--- config.mk ---
export PLATFORM = sky130hd
export DESIGN_NAME = rbpd_ctrl
export DESIGN_NICKNAME = d
export VERILOG_FILES = /design/src/rtl/rbpd_pkg.sv /design/src/rtl/rbpd_ctrl.sv
export SDC_FILE = /design/constraint.sdc
export NUM_CORES = 1
export LEC_CHECK = 0
export BUFFER_PORTS_ARGS = -buffer_cell sky130_fd_sc_hd__clkbuf_2
export CORE_AREA = 2 2 39 41
export CTS_CLUSTER_SIZE = 10
export DETAILED_ROUTE_END_ITERATION = 10
export DIE_AREA = 0 0 41 43
export PLACE_DENSITY = 0.56
export SLEW_MARGIN = 20
export SYNTH_ARGS = -nofsm -noshare
export SYNTH_HDL_FRONTEND = slang
export SYNTH_SLANG_ARGS = --single-unit
--- constraint.sdc ---
create_clock -name clk -period 1.6 [get_ports clk]
set_input_delay 0 -clock clk [delete_from_list [all_inputs] [get_ports clk]]
set_output_delay 0 -clock clk [all_outputs]
set_load 0.03 [all_outputs]
--- src/rtl/rbpd_pkg.sv ---
// Package: shared types and constants for the RGB block-pool downscaler.
`timescale 1ns / 1ps
package rbpd_pkg;
	localparam int DEF_MAX_FRAME_WIDTH = 4096;
	localparam int DEF_MAX_TILE_SIDE   = 16;
	localparam int FRAME_HEIGHT_LIMIT  = 4096;
	localparam int CFG_IDX_W  = 3;
	localparam int CFG_DATA_W = 13;
	localparam int LANE_W     = 16;
	localparam int ACC_W      = 3 * LANE_W;

	localparam logic [CFG_IDX_W-1:0] REG_POOL_MODE    = 3'd0;
	localparam logic [CFG_IDX_W-1:0] REG_GRAY_ENABLE  = 3'd1;
	localparam logic [CFG_IDX_W-1:0] REG_BLOCK_WIDTH  = 3'd2;
	localparam logic [CFG_IDX_W-1:0] REG_BLOCK_HEIGHT = 3'd3;
	localparam logic [CFG_IDX_W-1:0] REG_FRAME_WIDTH  = 3'd4;
	localparam logic [CFG_IDX_W-1:0] REG_FRAME_HEIGHT = 3'd5;

	typedef enum logic [2:0] {
		ST_IDLE,
		ST_SETUP,
		ST_READY,
		ST_READ,
		ST_ACCUM,
		ST_DIVIDE,
		ST_GRAY
	} ctrl_state_t;

	// controller -> datapath
	typedef struct packed {
		logic setup_start;  // begin computing tile/frame bounds
		logic setup_step;   // one step of the bounds division
		logic take_pixel;   // latch input pixel and evaluate position
		logic accum;        // read-modify-write of accumulator
		logic div_start;
		logic div_step;
		logic load_out;
	} dp_cmd_t;

	// datapath -> controller
	typedef struct packed {
		logic setup_done;
		logic active;
		logic emit;
		logic div_done;
	} dp_status_t;
endpackage

--- src/rtl/rbpd_ctrl.sv ---
// Controller state machine sequencing one pixel transaction at a time.
`timescale 1ns / 1ps
module rbpd_ctrl import rbpd_pkg::*; (
	input  logic       clk,
	input  logic       arst_n,
	input  logic       cfg_we,
	input  logic       in_valid,
	output logic       in_ready,
	output logic       out_valid,
	input  logic       out_ready,
	output dp_cmd_t    cmd,
	input  dp_status_t sts
);
	ctrl_state_t state_q, state_d;
	logic        stale_q;     // bounds need recomputing after a config write
	logic        out_valid_q; // output register holds a result

	always_ff @(posedge clk or negedge arst_n) begin
		if (!arst_n) begin
			state_q     <= ST_IDLE;
			stale_q     <= 1'b1;
			out_valid_q <= 1'b0;
		end else begin
			state_q <= state_d;
			if (cfg_we) begin
				stale_q <= 1'b1;
			end else if (state_q == ST_SETUP && sts.setup_done) begin
				stale_q <= 1'b0;
			end
			if (cmd.load_out) begin
				out_valid_q <= 1'b1;
			end else if (out_ready) begin
				out_valid_q <= 1'b0;
			end
		end
	end

	assign out_valid = out_valid_q;

	always_comb begin
		state_d  = state_q;
		cmd      = '0;
		in_ready = 1'b0;
		case (state_q)
			ST_IDLE: begin
				// hold off while registers are still being written
				if (cfg_we) begin
					state_d = ST_IDLE;
				end else if (stale_q) begin
					cmd.setup_start = 1'b1;
					state_d = ST_SETUP;
				end else begin
					state_d = ST_READY;
				end
			end
			ST_SETUP: begin
				cmd.setup_step = 1'b1;
				if (cfg_we) begin
					state_d = ST_IDLE; // restart with the new values
				end else if (sts.setup_done) begin
					state_d = ST_IDLE;
				end
			end
			ST_READY: begin
				if (cfg_we) begin
					state_d = ST_IDLE;
				end else begin
					in_ready = 1'b1;
					if (in_valid) begin
						cmd.take_pixel = 1'b1;
						state_d = ST_READ;
					end
				end
			end
			ST_READ: begin
				// accumulator read address presented; data valid next cycle
				state_d = sts.active ? ST_ACCUM : ST_IDLE;
			end
			ST_ACCUM: begin
				cmd.accum = 1'b1;
				if (sts.emit) begin
					cmd.div_start = 1'b1;
					state_d = ST_DIVIDE;
				end else begin
					state_d = ST_IDLE;
				end
			end
			ST_DIVIDE: begin
				cmd.div_step = 1'b1;
				if (sts.div_done) begin
					state_d = ST_GRAY;
				end
			end
			ST_GRAY: begin
				// wait here while the previous result is still held
				if (!out_valid_q || out_ready) begin
					cmd.load_out = 1'b1;
					state_d = ST_IDLE;
				end
			end
			default: state_d = ST_IDLE;
		endcase
	end
endmodule

# Word-level counts from Yosys, hierarchy flattened
# Index checks and enable logic that the tools add are counted.
# op_classes
n_eq_ne	10
mux	29
n_reduce_logical	7
# ops
operator	count
$mux 3	9
$pmux 3 s7	1
$mux 1	17
$eq 3x3->1 const B	3
$eq 3x2->1 const B	2
$ne 3x3->1 const B	2
$mux 2	2
$ne 2x2->1 const B	2
$reduce_and 4->1	1
$reduce_bool 2->1	2
$eq 3x1->1 const B	1
$logic_not 3->1	1
$logic_and 1x1->1	1
$logic_not 1->1	1
$logic_or 1x1->1	1
# word_totals
regBits	5
output_inout_bits	9
word_cells	49

# Longest topological paths before layout
# depth
depth_word	5
ltp_mapped	4
mapped_depth_nobuf	4

# Worst setup path after synthesis
# No wires, ideal clock.
# synth_timing
kind	reg2reg
start	reg state_q[0]
end	reg stale_q
setup_ns	0.077
arrival_time_ns	1.601
setup_slack_ns	-0.078
path_stages_with_launch	5
n_path_buf	1
period_less_slack_ns	1.678
path_cell_list	dfrtp_1 > buf_4 > nor3b_1 > nand2_1 > a21o_1
# synth_between
elab_chain_len	3
# synth_rtl
item	line_no	text
start: declaration	rbpd_ctrl.sv:14	ctrl_state_t state_q, state_d;
start signal: assignment	rbpd_ctrl.sv:24	state_q <= state_d;
$eq 3x1->1	rbpd_ctrl.sv:27	end else if (state_q == ST_SETUP && sts.setup_done) begin
$logic_and 1x1->1	rbpd_ctrl.sv:27	
$reduce_bool 2->1 (no line)	-	
end signal: assignment	rbpd_ctrl.sv:21	stale_q <= 1'b1;
end signal: assignment	rbpd_ctrl.sv:26	stale_q <= 1'b1;
end signal: assignment	rbpd_ctrl.sv:28	stale_q <= 1'b0;
end: declaration	rbpd_ctrl.sv:15	logic stale_q;
# No other way between the ends.
# A chain may end at the register's enable or synchronous reset.

==> run metrics <==
root buffer cell clkbuf_4; fin crit share 90.3%; initial DRC count 4; I/O Pins 18; total negative slack 0 ps; max-slew violation count 0; Mapped Avg Cell Area 8.70 µm²; Tightest Hold Check Type input port to flop; synth top area cells dfrtp_1 27%, dfstp_2 7.2%, nor3b_1 6.2%; top layer in use met3; core area 1380 µm²; CTS tree yes; met1 wire length 392 µm; Synth Flop Type dfrtp_1; Leakage 0.282 nW; # clock sinks 5; Post-Synth XOR/XNOR Area 0%; Req. time, crit path 1600 ps; final setup fails 0; DP HPWL 632 µm; Yosys reg bits 5; routed wl met3 55 µm; routability cong. 0.754; Die Ht 43 µm; worst path arrival time 1440 ps; router iterations before antenna repair 3; Nets 77; crit path cell chain and2b_1 > nor2b_1 > and2_1 > clkbuf_2; CTS max path bufs 2; Placed Area 483 µm²; Compound-Gate Fraction of Synth Area 17.5%; Yosys cell types 24; Syn Inst Count 42; Global Route Usage Sum 11.8%; Max-Cap Viols 0; post-synthesis mux area share 6.85%; initial antenna violation count 0; final hold vios 0; fillers 150; Crit Path Class flop to output port; FF-to-FF End state_q[0]; Worst Setup EP cmd[2]; skew final 4.29 ps; Worst-path clk slew 50 ps; slowest CP cell dfrtp_2; Avg WL per Cell 10.0 µm; Worst Setup End Kind output port; maximum clock rate 692 MHz; main combinational cell family by area after synthesis simple AND/OR/NAND/NOR gates; Simple-Gate Fraction of Synth Area 36.0%; status complete, no violations; first-pass GRT wire length 1380 µm; Post-synth EDFFs 0; worst-margin pin slew 237 ps; Final Cell Area 541 µm²; r2r startpoint state_q[1]; Ant. Diodes 0; Post-CTS Setup Bufs 0; Worst Path Max Fanout 9; post-route ant nets 0; CTS H-tree lvls 1; Synth top area share 27.4%; peak supply drop 0.480 mV; CP Launch Type flop; gr ovfl total 0; row count 14; drc violations 0; Max stage delay on crit path 460 ps; vias in the first global route 351; WL met2 385 µm; Via density 4.59; Post-Synth Adder-Cell Area 0%; initial core utilization 26.4%; placed cell count 76; Slew headroom 84.1%; largest net degree at the start of global routing 10; largest area contributor in the netlist dfrtp_1; Async S/R FF share, synth 100%; count of port buffers added during placement 17; Net Count, Synth 51; share of layout cells above drive strength 1 44.8%; die area 1760 µm²; post-route minimum period 1440 ps; drt total wl 832 µm; non-filler cells, final 83; PD cells 1440 nW/µm²; most common cell in the synthesized netlist dfrtp_1; Post-Syn Area 365 µm²; crit path from state_q[1]; R2R depth 4; sequential share of the synthesized area 34.6%; area delta synth->final 47.9%; yosys warns 0; die width 41 µm; RSZ-0062 raised after global routing false; TritonCTS buffer count 3; routed vias 381; R2R setup slack 230 ps; hold path start sts[2]; clk_lat worst skew 240 ps; hold_ws 30.9 ps
sequential cells by signal, indices dropped and copies added, names as in the netlist:
signal     cells
state_q        3
out_valid      1
stale_q        1
worst max-delay path, delay by kind of cell (launching register included):
| family | cells | cell delay [ps] |
|---|---|---|
| and+or+nand+nor | 3 | 550 |
| buffers and inverters | 1 | 190 |
| DFF | 1 | 460 |
what timing repair did:
| action | in CTS | in global routing |
|---|---|---|
| gates resized for setup | 0 | 1 |
| endpoints found under the hold margin | 7 | 0 |
| hold buffers | 3 | 0 |
| setup endpoints to repair | 0 | 1 |
cells by family (layout without fill, tap and decap cells):
kind of cell	count (synthesis)	in the layout
flip-flops	5	5
AND/OR/NAND/NOR	21	21
AO/OA/AOI/OAI	10	10
buffers and inverters	4	29
multiplexers	2	2
cells in the final DEF (no fill, tap or decap), drive strengths merged:
cell type,n
a21o,1
nand3,1
nor2,2
nor2b,1
dlygate4sd3,3
o21ai,5
buf,2
a21oi,4
dfrtp,4
and2b,2
nand2,3
clkbuf,21
nor3,1
nand2b,1
and2,3
dfstp,1
mux2,1
nor3b,3
or2,1
mux2i,1
and4bb,1
and3,1
nand4b,1
inv,3
layer usage:
layer	vias to the layer above	GRT usage, %
li1	197	-
met1	170	13.4
met2	14	18.1
met3	0	4.71
met4	0	6.00
met5	-	0
where the power goes:
part	leakage (nW)	internal [mW]	switching (mW)	total, mW
clock	0.0150	0.0944	0.0532	0.148
combinational	0.204	0.181	0.241	0.422
sequential	0.0627	0.169	0.0422	0.211
total	0.282	0.444	0.336	0.780
worst min path at each step:
| stage | slack (ps) | endpoint | cells past startpoint |
|---|---|---|---|
| finish | 30 | state_q[2] | 3 |
| global route | 40 | stale_q | 3 |
| CTS | 30 | state_q[2] | 3 |
| detailed placement | -180 | state_q[2] | 1 |
| global placement | -180 | state_q[2] | 1 |
| floorplan | -300 | out_valid | 0 |
layout make-up:
class | instances | area, µm² | area share (%)
Multi-Input combinational cell | 33 | 225 | 41.7
Clock buffer | 4 | 26.3 | 4.86
Sequential cell | 5 | 128 | 23.6
Inverter | 3 | 11.3 | 2.08
Tap cell | 16 | 20.0 | 3.70
Timing Repair Buffer | 22 | 130 | 24.1
stage by stage:
step / util, % / setup WS [ps] / power, mW
2_1_floorplan: - / 59.9 / 0.514
3_3_place_gp: 34.9 / 219 / 0.631
3_5_place_dp: 34.9 / 208 / 0.627
4_1_cts: 39.0 / 112 / 0.787
5_1_grt: 39.1 / 34.9 / 0.849
6_report: 39.1 / 156 / 0.780
No activity file was read; power rests on OpenSTA's default activity.
